`src/sv/b64d_pkg.sv`:
```
// Shared types, constants and helper functions for the base64 stream decoder.
// No dependencies; imported by every module of the block.
package b64d_pkg;

	localparam int unsigned MAX_RES    = 4;
	localparam int unsigned FIFO_DEPTH = 8;
	localparam int unsigned PTR_W      = $clog2(FIFO_DEPTH);
	localparam int unsigned LVL_W      = $clog2(FIFO_DEPTH + 1);
	localparam int unsigned NRES_W     = $clog2(MAX_RES + 1);
	localparam int unsigned SLOT_W     = $clog2(MAX_RES);

	localparam logic [7:0] CH_PAD    = 8'h3D;
	localparam logic [7:0] CH_SPACE  = 8'h20;
	localparam logic [7:0] CH_HT     = 8'h09;
	localparam logic [7:0] CH_CR     = 8'h0D;
	localparam logic [7:0] CH_UP_A   = 8'h41;
	localparam logic [7:0] CH_UP_Z   = 8'h5A;
	localparam logic [7:0] CH_LO_A   = 8'h61;
	localparam logic [7:0] CH_LO_Z   = 8'h7A;
	localparam logic [7:0] CH_DIG_0  = 8'h30;
	localparam logic [7:0] CH_DIG_9  = 8'h39;
	localparam logic [7:0] CH_PLUS   = 8'h2B;
	localparam logic [7:0] CH_MINUS  = 8'h2D;
	localparam logic [7:0] CH_SLASH  = 8'h2F;
	localparam logic [7:0] CH_UNDER  = 8'h5F;

	localparam logic [7:0] LO_OFFSET  = 8'd26;
	localparam logic [7:0] DIG_OFFSET = 8'd52;
	localparam logic [5:0] SX_62      = 6'd62;
	localparam logic [5:0] SX_63      = 6'd63;

	typedef enum logic [3:0] {
		PH_COLLECT = 4'b0001,
		PH_WAITPAD = 4'b0010,
		PH_DONE    = 4'b0100,
		PH_ERROR   = 4'b1000
	} phase_t;

	typedef struct packed {
		logic [7:0] data;
		logic       has_byte;
		logic       eos;
		logic       malformed;
		logic       last;
	} res_t;

	typedef struct packed {
		res_t [MAX_RES-1:0]  res;
		logic [NRES_W-1:0]   num;
	} bundle_t;

	typedef struct packed {
		logic             room;
		logic [LVL_W-1:0] level;
	} fifo_stat_t;

	// {valid, sextet}
	function automatic logic [6:0] sextet_of(input logic [7:0] c);
		logic [7:0] t;
		begin
			t = 8'd0;
			if (c >= CH_UP_A && c <= CH_UP_Z) begin
				t = c - CH_UP_A;
				return {1'b1, t[5:0]};
			end else if (c >= CH_LO_A && c <= CH_LO_Z) begin
				t = c - CH_LO_A + LO_OFFSET;
				return {1'b1, t[5:0]};
			end else if (c >= CH_DIG_0 && c <= CH_DIG_9) begin
				t = c - CH_DIG_0 + DIG_OFFSET;
				return {1'b1, t[5:0]};
			end else if (c == CH_PLUS || c == CH_MINUS) begin
				return {1'b1, SX_62};
			end else if (c == CH_SLASH || c == CH_UNDER) begin
				return {1'b1, SX_63};
			end
			return {1'b0, t[5:0]};
		end
	endfunction

	function automatic logic is_white(input logic [7:0] c);
		return c == CH_SPACE || (c >= CH_HT && c <= CH_CR);
	endfunction

	function automatic res_t data_res(input logic [7:0] b);
		res_t r;
		begin
			r = '0;
			r.data = b;
			r.has_byte = 1'b1;
			return r;
		end
	endfunction

endpackage

```
`src/sv/base64_stream_decoder_unit.sv`:
```
// Top level of the base64 stream decoder: input register, decoder, result queue.
// Depends on b64d_pkg, b64d_decode and b64d_res_fifo.
//
// Takes one character per cycle while in_stall is low and gives one result word per cycle
// while results are queued and out_stall is low. A character is registered, decoded from
// that register, and its zero to four results are written into an eight-entry result queue
// whose head drives the output. The input stalls only while the queue holds more than four
// results, so with the output never stalled a steady text runs at one character per cycle
// (a group of four characters yields three bytes). The closing word (end_of_stream set) follows
// the tail bytes of the character marked last_char and carries malformed for the whole stream.
module base64_stream_decoder_unit
	import b64d_pkg::*;
(
	input  logic       clk,
	input  logic       arst_n,
	input  logic       cfg_wr_en,
	input  logic       cfg_wr_data,
	input  logic       in_valid,
	output logic       in_stall,
	input  logic [7:0] char_in,
	input  logic       last_char,
	output logic       out_valid,
	input  logic       out_stall,
	output logic [7:0] out_byte,
	output logic       has_byte,
	output logic       end_of_stream,
	output logic       malformed,
	output logic       last_of_run
);

	logic       ign_q;
	logic       valid_s1;
	logic [7:0] char_s1;
	logic       last_s1;
	logic       adv;
	logic       in_take;
	logic       out_take;
	bundle_t    bundle;
	res_t       head;
	fifo_stat_t stat;

	assign adv      = valid_s1 && stat.room;
	assign in_stall = valid_s1 && !stat.room;
	assign in_take  = in_valid && !in_stall;
	assign out_valid = stat.level != '0;
	assign out_take = out_valid && !out_stall;

	always_ff @(posedge clk or negedge arst_n) begin
		if (!arst_n)
			ign_q <= 1'b0;
		else if (cfg_wr_en)
			ign_q <= cfg_wr_data;
	end

	always_ff @(posedge clk or negedge arst_n) begin
		if (!arst_n)
			valid_s1 <= 1'b0;
		else if (in_take)
			valid_s1 <= 1'b1;
		else if (adv)
			valid_s1 <= 1'b0;
	end

	always_ff @(posedge clk) begin
		if (in_take) begin
			char_s1 <= char_in;
			last_s1 <= last_char;
		end
	end

	b64d_decode u_decode (
		.clk     (clk),
		.arst_n  (arst_n),
		.adv     (adv),
		.char_s1 (char_s1),
		.last_s1 (last_s1),
		.ign     (ign_q),
		.bundle  (bundle)
	);

	b64d_res_fifo u_fifo (
		.clk    (clk),
		.arst_n (arst_n),
		.push   (adv),
		.bundle (bundle),
		.pop    (out_take),
		.head   (head),
		.stat   (stat)
	);

	assign out_byte      = head.data;
	assign has_byte      = head.has_byte;
	assign end_of_stream = head.eos;
	assign malformed     = head.malformed;
	assign last_of_run   = head.last;

	a_no_overflow: assert property (@(posedge clk) disable iff (!arst_n)
		stat.level <= LVL_W'(FIFO_DEPTH))
		else $error("result queue overflow");

	a_close_ends_run: assert property (@(posedge clk) disable iff (!arst_n)
		out_valid && end_of_stream |-> last_of_run && !has_byte)
		else $error("closing word not last of its run");

	a_data_clean: assert property (@(posedge clk) disable iff (!arst_n)
		out_valid && has_byte |-> !malformed && !end_of_stream)
		else $error("data word flagged as closing");

	a_level_step: assert property (@(posedge clk) disable iff (!arst_n)
		!adv && out_take |=> stat.level == $past(stat.level) - LVL_W'(1))
		else $error("queue level off after pop");

endmodule

```
`src/sv/b64d_decode.sv`:
```
// Decode state (phase, symbol count, sextet store) and per-character result bundle.
// Depends on b64d_pkg.
module b64d_decode
	import b64d_pkg::*;
(
	input  logic       clk,
	input  logic       arst_n,
	input  logic       adv,
	input  logic [7:0] char_s1,
	input  logic       last_s1,
	input  logic       ign,
	output bundle_t    bundle
);

	phase_t      phase_q, ph_n, ph_f;
	logic [1:0]  cnt_q, cnt_n, cnt_f;
	logic [17:0] store_q, st_n, st_f;

	always_comb begin
		logic [6:0]        sx;
		logic              sv;
		logic              pad;
		logic              white;
		logic              grp;
		logic              bad;
		logic [23:0]       w;
		logic [NRES_W-1:0] n;
		logic [NRES_W-1:0] nl;
		sx    = sextet_of(char_s1);
		sv    = sx[6];
		pad   = char_s1 == CH_PAD;
		white = is_white(char_s1);
		grp   = 1'b0;
		w     = {store_q, sx[5:0]};
		ph_n  = phase_q;
		cnt_n = cnt_q;
		st_n  = store_q;
		case (phase_q)
			PH_COLLECT: begin
				if (sv) begin
					if (cnt_q == 2'd3) begin
						grp   = 1'b1;
						cnt_n = 2'd0;
						st_n  = '0;
					end else begin
						st_n  = {store_q[11:0], sx[5:0]};
						cnt_n = cnt_q + 2'd1;
					end
				end else if (pad) begin
					if (cnt_q == 2'd3)
						ph_n = PH_DONE;
					else if (cnt_q == 2'd2)
						ph_n = PH_WAITPAD;
					else
						ph_n = PH_ERROR;
				end else if (!white && !ign) begin
					ph_n = PH_ERROR;
				end
			end
			PH_WAITPAD: begin
				if (pad)
					ph_n = PH_DONE;
				else if (!white && !ign)
					ph_n = PH_ERROR;
			end
			default: ;
		endcase

		bad = ph_n == PH_ERROR || ph_n == PH_WAITPAD || cnt_n == 2'd1;
		bundle = '0;
		n = '0;
		if (grp) begin
			bundle.res[0] = data_res(w[23:16]);
			bundle.res[1] = data_res(w[15:8]);
			bundle.res[2] = data_res(w[7:0]);
			n = NRES_W'(3);
		end
		ph_f  = ph_n;
		cnt_f = cnt_n;
		st_f  = st_n;
		if (last_s1) begin
			if (!bad && cnt_n == 2'd2) begin
				bundle.res[n[SLOT_W-1:0]] = data_res(st_n[11:4]);
				n = n + NRES_W'(1);
			end else if (!bad && cnt_n == 2'd3) begin
				bundle.res[n[SLOT_W-1:0]] = data_res(st_n[17:10]);
				n = n + NRES_W'(1);
				bundle.res[n[SLOT_W-1:0]] = data_res(st_n[9:2]);
				n = n + NRES_W'(1);
			end
			bundle.res[n[SLOT_W-1:0]].eos       = 1'b1;
			bundle.res[n[SLOT_W-1:0]].malformed = bad;
			n = n + NRES_W'(1);
			ph_f  = PH_COLLECT;
			cnt_f = 2'd0;
			st_f  = '0;
		end
		nl = n - NRES_W'(1);
		if (n != '0)
			bundle.res[nl[SLOT_W-1:0]].last = 1'b1;
		bundle.num = n;
	end

	always_ff @(posedge clk or negedge arst_n) begin
		if (!arst_n) begin
			phase_q <= PH_COLLECT;
			cnt_q   <= 2'd0;
			store_q <= '0;
		end else if (adv) begin
			phase_q <= ph_f;
			cnt_q   <= cnt_f;
			store_q <= st_f;
		end
	end

endmodule

```
`src/sv/b64d_res_fifo.sv`:
```
// Result queue: takes up to MAX_RES results per cycle on push, hands out one per cycle on pop.
// Depends on b64d_pkg.
module b64d_res_fifo
	import b64d_pkg::*;
(
	input  logic       clk,
	input  logic       arst_n,
	input  logic       push,
	input  bundle_t    bundle,
	input  logic       pop,
	output res_t       head,
	output fifo_stat_t stat
);

	res_t             mem_q [FIFO_DEPTH];
	logic [PTR_W-1:0] wr_ptr_q, rd_ptr_q;
	logic [LVL_W-1:0] level_q;
	logic [NRES_W-1:0] push_n;

	assign push_n    = push ? bundle.num : '0;
	assign head      = mem_q[rd_ptr_q];
	assign stat.level = level_q;
	assign stat.room  = level_q <= LVL_W'(FIFO_DEPTH - MAX_RES);

	always_ff @(posedge clk) begin
		for (int i = 0; i < MAX_RES; i++) begin
			if (NRES_W'(i) < push_n)
				mem_q[wr_ptr_q + PTR_W'(i)] <= bundle.res[i];
		end
	end

	always_ff @(posedge clk or negedge arst_n) begin
		if (!arst_n) begin
			wr_ptr_q <= '0;
			rd_ptr_q <= '0;
			level_q  <= '0;
		end else begin
			wr_ptr_q <= wr_ptr_q + PTR_W'(push_n);
			rd_ptr_q <= rd_ptr_q + PTR_W'(pop);
			level_q  <= level_q + LVL_W'(push_n) - LVL_W'(pop);
		end
	end

endmodule
```
`config.mk`:
```
export PLATFORM = sky130hd
export DESIGN_NAME = base64_stream_decoder_unit
export DESIGN_NICKNAME = d
export VERILOG_FILES = /design/src/sv/b64d_pkg.sv /design/src/sv/base64_stream_decoder_unit.sv /design/src/sv/b64d_decode.sv /design/src/sv/b64d_res_fifo.sv
export SDC_FILE = /design/constraint.sdc
export NUM_CORES = 1
export LEC_CHECK = 0
export ABC_AREA = 1
export BUFFER_PORTS_ARGS = -buffer_cell sky130_fd_sc_hd__buf_2
export CAP_MARGIN = 5
export CORE_UTILIZATION = 46
export CTS_CLUSTER_DIAMETER = 150
export DETAILED_ROUTE_END_ITERATION = 16
export PLACE_DENSITY = 0.64
export SLEW_MARGIN = 20
export SYNTH_ARGS = -nofsm -noshare
export SYNTH_HDL_FRONTEND = slang
export SYNTH_HIERARCHICAL = 1
export SYNTH_SLANG_ARGS = --single-unit
export TNS_END_PERCENT = 100
```
`constraint.sdc`:
```
create_clock -name clk -period 10.7 [get_ports clk]
set_input_delay 0 -clock clk [delete_from_list [all_inputs] [get_ports clk]]
set_output_delay 0 -clock clk [all_outputs]
set_load 0.01 [all_outputs]
```
-- Yosys cells after proc, flatten, opt, wreduce, memory -nomap -nowiden
Memories as Yosys holds them, arrays and structs flattened.
Index checks and enable logic that the tools add are counted.
- add/sub/neg operators: 17
- reduce and logical (&&, ||, !) cells: 32
- $lt $le $gt $ge: 21
- eq/ne operators: 15
- mux-type cells: 71
- operator list (cell ; count):
    $bwmux W48 ; 6
    $mux W48 ; 5
    $demux W12 S2 ; 5
    $mux W18 ; 4
    $mux W7 ; 6
    $eq A8 B6 Y1 const B ; 5
    $mux W36 ; 1
    $mux W4 ; 7
    $mux W12 ; 2
    $mux W1 ; 19
    $mux W3 ; 6
    $mux W6 ; 3
    $ge A8 B7 Y1 const B ; 2
    $le A8 B7 Y1 const B ; 2
    $logic_and A1 B1 Y1 ; 15
    $lt A2 B3 Y1 const B ; 4
    $mux W2 ; 6
    $sub A6 B6 Y6 const B ; 2
    $add A3 B1 Y3 const B ; 3
    $eq A2 B2 Y1 const B ; 4
    $eq A4 B2 Y1 const B ; 2
    $eq A8 B7 Y1 const B ; 1
    $ge A2 B1 Y1 const B ; 4
    $ge A8 B4 Y1 const B ; 1
    27 further kinds ; 41
- memories: 1
- register bits after elaboration: 45
- logic and storage cells: 168
- bits of input ports: 15
- bits in writable memories: 96
- memory list (memory ; depth ; bits a word ; rd ports ; clocked after memory_dff ; wr ports ; RTL line ; source):
    u_fifo.mem_q ; 8 ; 12 ; 1 ; 0 ; 4 ; b64d_res_fifo.sv:15 ; res_t mem_q [FIFO_DEPTH];

-- Longest topological paths before layout
Gate-level depths: netlist of run 1.
- depth after elaboration: 27
- gate-level depth with buffers: 31
- gate-level depth less buffers: 28

-- Cells and area by module
Netlist of run 1, hierarchy kept.
- by module, submodules not included (module ; times used ; cells each ; seq. area each (um2) ; area each (um2)):
    b64d_res_fifo ; 1 ; 1362 ; 3133.0 ; 8708.4
    b64d_decode ; 1 ; 492 ; 601.8 ; 3022.9
    base64_stream_decoder_unit ; 1 ; 26 ; 320.3 ; 384.1

-- Least setup slack after synthesis of run 1
No wires, ideal clock.
- path type: register -> register
- start point: register char_s1[2]
- end point: memory u_fifo/mem_q[5][0] (netlist name), enable pin
- clock period less this slack: 3808 ps
- setup time: 373 ps
- setup slack: 6892 ps
- data required time: 10327 ps
- cell stages (with the launch flop): 26
- arrival time: 3435 ps
- path buffers: 3
- path through: edfxtp_1 -> clkbuf_1 -> inv_1 -> ha_1 -> nand2_1 -> nand2_1 -> nor2_1 -> nor2_1 -> nand2_1 -> nand2_2 -> nand2_1 -> inv_2 -> nand2_4 -> nand2_4 -> o21ai_2 -> nor2_8 -> nand2_2 -> nand2_1 -> nand3_2 -> inv_1 -> inv_1 -> o21ai_2 -> buf_6 -> nand2_1 -> clkbuf_1 -> nand3_1
- RTL lines (item ; RTL line ; source):
    start, declared ; base64_stream_decoder_unit.sv:33 ; logic [7:0] char_s1;
    start signal, assigned ; base64_stream_decoder_unit.sv:66 ; char_s1 <= char_in;
    end, declared ; b64d_res_fifo.sv:15 ;

==> results of run 1 <==
## worst max-delay path: stages, from the launching register on
cell and delay (ps):
edfxtp_1 520, inv_1 170, ha_1 290, nand2_1 80
nand2_1 70, nor2_1 90, nor2_1 50, nand2_1 60
nand2_2 120, nand2_1 110, inv_2 50, nand2_4 70
nand2_4 110, nor2_2 640, inv_1 610, nand3_1 370
nand3_2 150, inv_1 90, inv_1 60, o21ai_4 130
buf_4 510, nand2_1 600, nand3_1 630
## metrics by stage
stage               hold slack, ps  instances  setup WS, ps  cell area [um^2]
finish                       109.4       2186          4741             12960
global route                 151.1       2185          4153             12960
CTS                          127.1       2185          4826             12960
detailed placement           178.3       2140          4834             12230
global placement             176.8       2140          4987             12230
floorplan                   -295.6       1889          6892             12150
## power groups by stage
stage | combinational (mW) | clock, mW | sequential [mW]
after global routing | 2.43 | 0.655 | 0.874
after detailed placement | 2.14 | 0 | 0.873
after CTS | 2.16 | 0.635 | 0.862
after floorplan | 1.53 | 0 | 0.831
after global placement | 2.13 | 0 | 0.871
final | 2.23 | 0.631 | 0.863
## layout make-up
| type | instances | area (um^2) | area share [%] |
|---|---|---|---|
| multi-input cells | 1368 | 6534 | 50.41 |
| flip-flops and latches | 141 | 4055 | 31.29 |
| inverters | 249 | 937.1 | 7.230 |
| clock buffers | 18 | 429.2 | 3.311 |
| well taps | 335 | 419.2 | 3.234 |
| repair buffers | 60 | 415.4 | 3.205 |
| clock inverters | 14 | 168.9 | 1.303 |
| diodes | 1 | 2.502 | 0.01931 |
## layer usage
layer	vias up	part of all wire (%)
li1	5946	-
met1	5787	40
met2	756	45
met3	142	11
met4	2	4.5
met5	-	0.027
## state kept, by name, indices dropped and copies added (netlist names)
signal / count
char_s1: 8
ign_q: 1
last_s1: 1
u_decode/cnt_q: 2
u_decode/phase_q: 4
u_decode/store_q: 18
u_fifo/level_q: 4
u_fifo/mem_q: 96
u_fifo/rd_ptr_q: 3
u_fifo/wr_ptr_q: 3
valid_s1: 1
## repair_timing
item,in CTS,in global routing
hold buffers,13,0
endpoints found under the hold margin,46,0
buffers inserted,0,0
## cells in the final DEF, fill, tap and decap left out, types with 3 or more instances in the layout
cell           count
nand2_1          558
inv_1            235
nand3_1          235
o21ai_0          219
nor2_1           153
edfxtp_1         105
dfrtp_1           35
o22ai_1           30
buf_2             27
a21oi_1           25
ha_1              24
buf_4             20
clkbuf_16         17
o21ai_1           16
nand2_2           14
inv_2             13
dlygate4sd3_1     13
nor3_1            12
conb_1            10
nor2_2             9
nand2_4            8
o22ai_2            8
xor2_1             7
inv_6              6
xnor2_1            6
nand3_2            5
o211ai_1           5
nor2_4             4
inv_8              3
clkinvlp_4         3
## kinds of logic after synthesis
| family | Yosys count | synth area share (%) |
|---|---|---|
| compound gates | 310 | 13.89 |
| xor+xnor | 13 | 0.9398 |
| fa+ha+maj | 26 | 2.809 |
| buf+inv | 380 | 12.94 |
| flops | 141 | 33.47 |
| other cells | 1 | 0.03095 |
| simple gates | 1009 | 35.92 |
## path summary, 6_finish.rpt
path                                 startpoint                      endpoint
max                        char_s1[2]$_DFFE_PP_  u_fifo/mem_q[6][0]$_DFFE_PP_
min                                      arst_n  u_fifo/rd_ptr_q[1]$_DFF_PN0_
max reg2reg                char_s1[2]$_DFFE_PP_  u_fifo/mem_q[6][0]$_DFFE_PP_
min reg2reg                valid_s1$_DFFE_PN0P_          valid_s1$_DFFE_PN0P_
max in group asynchronous                arst_n   u_fifo/level_q[2]$_DFF_PN0_
min in group clk                      out_stall  u_fifo/rd_ptr_q[0]$_DFF_PN0_
==> flow_metrics.tcl, run 1 <==
set metrics [dict create \
    outcome "completed" \
    grt_pass1_wl_um 67740 \
    syn-cell-area_um2 12120 \
    powerDensity_nw_per_um2 287.0 \
    top_usage_layer "met2" \
    p_leak_nw 6.006 \
    cts.sinks 141 \
    nFillCells 2645 \
    io_buffers 28 \
    ys_async_sr_fraction_pct 25.53 \
    max-vdd-ir-drop_uv 192.9 \
    synth_edf_count 105 \
    die_x_um 164.3 \
    clockRootBuffer "clkbuf_16" \
    synth_cell_types 44 \
    cts.clk_slew.worst_paths_ps 70 \
    synth_seq_area_share_pct 33.47 \
    clk_path_buf_depth 2 \
    startpoint_type "flop" \
    critPathKind "flop to flop" \
    cts-htree-levels 4 \
    worst_r2r_path_depth 22 \
    avgSynthCellArea_um2 6.444 \
    synthTopCellsByCount "nand2_1 (558), inv_1 (235), nand3_1 (235), o21ai_0 (219), nor2_1 (153)" \
    finalSetupViolCount 0 \
    nets 1878 \
    switching_share_pct 54.34 \
    dpl.hpwl_um 31290 \
    synth_area_leaders "edfxtp_1 (26%), nand2_1 (17%), nand3_1 (9.7%)" \
    ys_dominant_reg_cell "edfxtp_1" \
    pwr-share-clk_pct 17.0 \
    drtPass1Iterations 7 \
    die-area_um2 26990 \
    cts_tree "yes" \
    fmax_mhz 167.8 \
    synth.top_cell.area_share_pct 26.02 \
    maxCapViolCount 0 \
    p_switching_mw 2.021 \
    drtIter0Drc 1819 \
    cp.arrival_ps 6030 \
    p_int_mw 1.699 \
    cts_buffers 17 \
    ctsResizeCount 0 \
    r2r_setup_slack_ps 4740 \
    worst_pin_slew_ps 1200 \
    ant_nets 0 \
    drive_gt1_share_pct 8.108 \
    synth_top_area_cell "edfxtp_1" \
    io-pin-count 29 \
    rows 59 \
    period_minus_slack_ps 5959 \
    grt_util_met1_pct 43.89 \
    via_per_inst 5.779 \
    wl_per_cell_um 20.53 \
    place_congestion 0.9967 \
    synth-seq-cells 141 \
    final-hold-violation-count 0 \
    drc_errors 0 \
    clkLatencyLatePin_ps 440 \
    grtUsageMet2_pct 53.61 \
    overflow 0 \
    die-height_um 164.3 \
    grtUsageMet3_pct 7.753 \
    area_delta_synth_final_pct 6.981 \
    start_util_pct 46.76 \
    core_um2 25910 \
    grt_pass1_vias 11370 \
    cp_max_fo 57 \
    yosysMostFrequentCell "nand2_1" \
    routed_wl_um 44890 \
    rsz0062_at_grt "no" \
    syn_inst 1880 \
    fin_crit_sh_pct 55.69 \
    synth_warnings 6 \
    setup_tns_ps 0 \
    hold_path_class "input port to asynchronous set/reset pin" \
    grt_max_degree 58 \
    crit_path_end_kind "flop" \
    antenna_found_initial 1 \
    comb_power_share_pct 59.9 \
    pwr-share-seq_pct 23.2 \
    skew_ps 10.85 \
    slew_violations 0 \
    grt_usage_pct 34.08 \
    vias 12630 \
    power_mw 3.720 \
    relSlewSlack_pct 19.71 \
    utilization_pct 50.02 \
    cp.required_ps 10770 \
]
Power figures use the tool's default switching activity.
==> run 2: changes to the inputs <==
==> constraint.sdc (replaced) <==
create_clock -name clk -period 5.75 [get_ports clk]
set_input_delay 0 -clock clk [delete_from_list [all_inputs] [get_ports clk]]
set_output_delay 0 -clock clk [all_outputs]
set_load 0.01 [all_outputs]
==> run 2 against run 1 <==
Effect of this change: clock power increased by 76%; clock skew increased by 1.0 ps; die area unchanged; via count increased by 1.8%; critical endpoint is now u_fifo/mem_q[1][6]$_DFFE_PP_; highest routed layer is now met4.
==> flow_metrics.tcl, run 2 (same netlist as run 1, synthesis figures left out) <==
set metrics [dict create \
    outcome "completed" \
    overflow 0 \
    maxCapViolCount 0 \
    drtIter0Drc 1905 \
    clk_path_buf_depth 2 \
    cts_tree "yes" \
    die-area_um2 26990 \
    grt_pass1_vias 11530 \
    slew_violations 0 \
    cp.arrival_ps 5200 \
    grt_max_degree 50 \
    drc_errors 0 \
    core_um2 25910 \
    final-hold-violation-count 0 \
    clockRootBuffer "clkbuf_16" \
    grt_pass1_wl_um 68750 \
    cp.required_ps 5840 \
    layout_commonest_cell "nand2_1" \
    antenna_found_initial 0 \
    rows 59 \
    dpl.hpwl_um 31710 \
    top_register "u_fifo/mem_q" \
    min_path_cells 3 \
    p_leak_nw 6.061 \
    worst_r2r_path_depth 26 \
    critPathKind "flop to flop" \
    die-height_um 164.3 \
    nFillCells 2647 \
    max-vdd-ir-drop_uv 402.6 \
    r2r_setup_slack_ps 640 \
    hold_path_class "input port to flop" \
    relSlewSlack_pct 19.83 \
    vias 12860 \
    fin_crit_sh_pct 88.95 \
    cp_max_fo 24 \
    period_minus_slack_ps 5115 \
    wl_per_cell_um 20.95 \
    cts.sinks 141 \
    start_util_pct 46.76 \
    largest_reg_flops 96 \
    cts_buffers 17 \
    hold_path_end "u_fifo/rd_ptr_q[0]$_DFF_PN0_" \
    cts.clk_slew.worst_paths_ps 70 \
    startpoint_type "flop" \
    reg_top3 "u_fifo/mem_q: 96 flops, u_decode/store_q: 18 flops, char_s1: 8 flops" \
    drtPass1Iterations 6 \
    nets 1893 \
    timing.rr.start "char_s1[2]$_DFFE_PP_" \
    die_x_um 164.3 \
    io-pin-count 29 \
    layout_common_cells "nand2_1 (558), inv_1 (235), nand3_1 (235), o21ai_0 (219), nor2_1 (151)" \
    routed_wl_um 46080 \
    rsz0062_at_grt "no" \
    ctsResizeCount 0 \
    clkLatencyLatePin_ps 450 \
    dpl_cell_area_um2 12340 \
    finalSetupViolCount 0 \
    ant_nets 0 \
    io_buffers 28 \
    place_congestion 1.029 \
    drive_gt1_share_pct 9.008 \
    final_area_um2 13040 \
    r2r_end "u_fifo/mem_q[1][6]$_DFFE_PP_" \
    powerDensity_nw_per_um2 535.5 \
    crit_path_end_kind "flop" \
    worstHoldStart "out_stall" \
    cts-htree-levels 4 \
    register_area_um2 4055 \
    grt_usage_pct 34.76 \
    area_delta_synth_final_pct 7.591 \
    worst_pin_slew_ps 1198 \
    skew_ps 11.87 \
    via_per_inst 5.847 \
    multiInputGateArea_um2 6539 \
    fmax_mhz 195.5 \
    diodes 0 \
    setup_tns_ps 0 \
]
[run 2: changes by cell type in the layout (fill, tap and decap cells not counted), moves of 2 or more]
| cell | previous run | this run |
|---|---|---|
| nor2_1 | 153 | 151 |
| clkinv_4 | 0 | 2 |
| buf_4 | 20 | 34 |
| nor2_2 | 9 | 11 |
| bufinv_16 | 2 | 0 |
[run 2: report_power, final]
group | internal, mW | switching [mW]
combinational | 1.08 | 3.17
sequential | 1.44 | 0.171
clock | 0.578 | 0.535
total | 3.10 | 3.88
[run 2: layer usage]
layer / track usage (%) / vias up / wire (um)
li1: - / 5982 / -
met1: 45.11 / 5886 / 18310
met2: 52.93 / 831 / 19940
met3: 7.677 / 164 / 5097
met4: 20.41 / 0 / 2736
met5: 0 / - / 0
[run 2: layout make-up]
type | instances | share of cell area, %
Clock buffer | 18 | 3.369
Clock inverter | 14 | 0.9215
Inverter | 249 | 7.189
Multi-Input combinational cell | 1368 | 50.16
Sequential cell | 141 | 31.11
Tap cell | 335 | 3.216
Timing Repair Buffer | 75 | 4.031
[run 2: worst max path at each step]
| stage | endpoint | cells after the start | start | slack (ps) |
|---|---|---|---|---|
| after floorplan | u_fifo/mem_q[5][0]$_DFFE_PP_ | 25 | char_s1[2]$_DFFE_PP_ | 1940 |
| after global placement | u_fifo/mem_q[1][8]$_DFFE_PP_ | 26 | char_s1[2]$_DFFE_PP_ | 820 |
| after detailed placement | u_fifo/mem_q[1][2]$_DFFE_PP_ | 26 | char_s1[2]$_DFFE_PP_ | 730 |
| after CTS | u_fifo/mem_q[1][2]$_DFFE_PP_ | 26 | char_s1[2]$_DFFE_PP_ | 720 |
| after global routing | u_fifo/mem_q[1][5]$_DFFE_PP_ | 26 | char_s1[2]$_DFFE_PP_ | 230 |
| final | u_fifo/mem_q[1][6]$_DFFE_PP_ | 26 | char_s1[2]$_DFFE_PP_ | 640 |
[run 2: what timing repair did]
action,in CTS,in global routing
setup buffers,0,0
hold buffers,13,0
hold endpoints to repair,46,0
[run 2: metrics by stage]
step | utilization [%] | cells | total power, mW | hold WS, ps | setup slack, ps
after detailed placement | 47.64 | 2155 | 5.693 | 138.4 | 730.3
final | 50.31 | 2200 | 6.981 | 70.12 | 635.2
after CTS | 50.30 | 2200 | 6.813 | 63.91 | 719.9
after floorplan | - | 1889 | 4.389 | -295.6 | 1942
after global placement | 47.63 | 2155 | 5.672 | 136.2 | 819.3
after global routing | 50.31 | 2200 | 7.381 | 93.83 | 232.1
[run 2: critical path, stage by stage (launching register included)]
cell and delay (ps):
edfxtp_1 520, inv_1 170, ha_1 290, nand2_1 90, nand2_1 70, nor2_1 90
nor2_1 50, nand2_1 60, nand2_2 120, nand2_1 110, inv_2 50, nand2_4 70
nand2_4 110, nor2_2 100, buf_4 250, inv_1 200, buf_4 240, nand3_1 180
nand3_2 130, inv_1 90, inv_1 70, o21ai_4 510, buf_4 370, nand2_2 210
inv_1 120, nor2_1 60, nand2_1 410
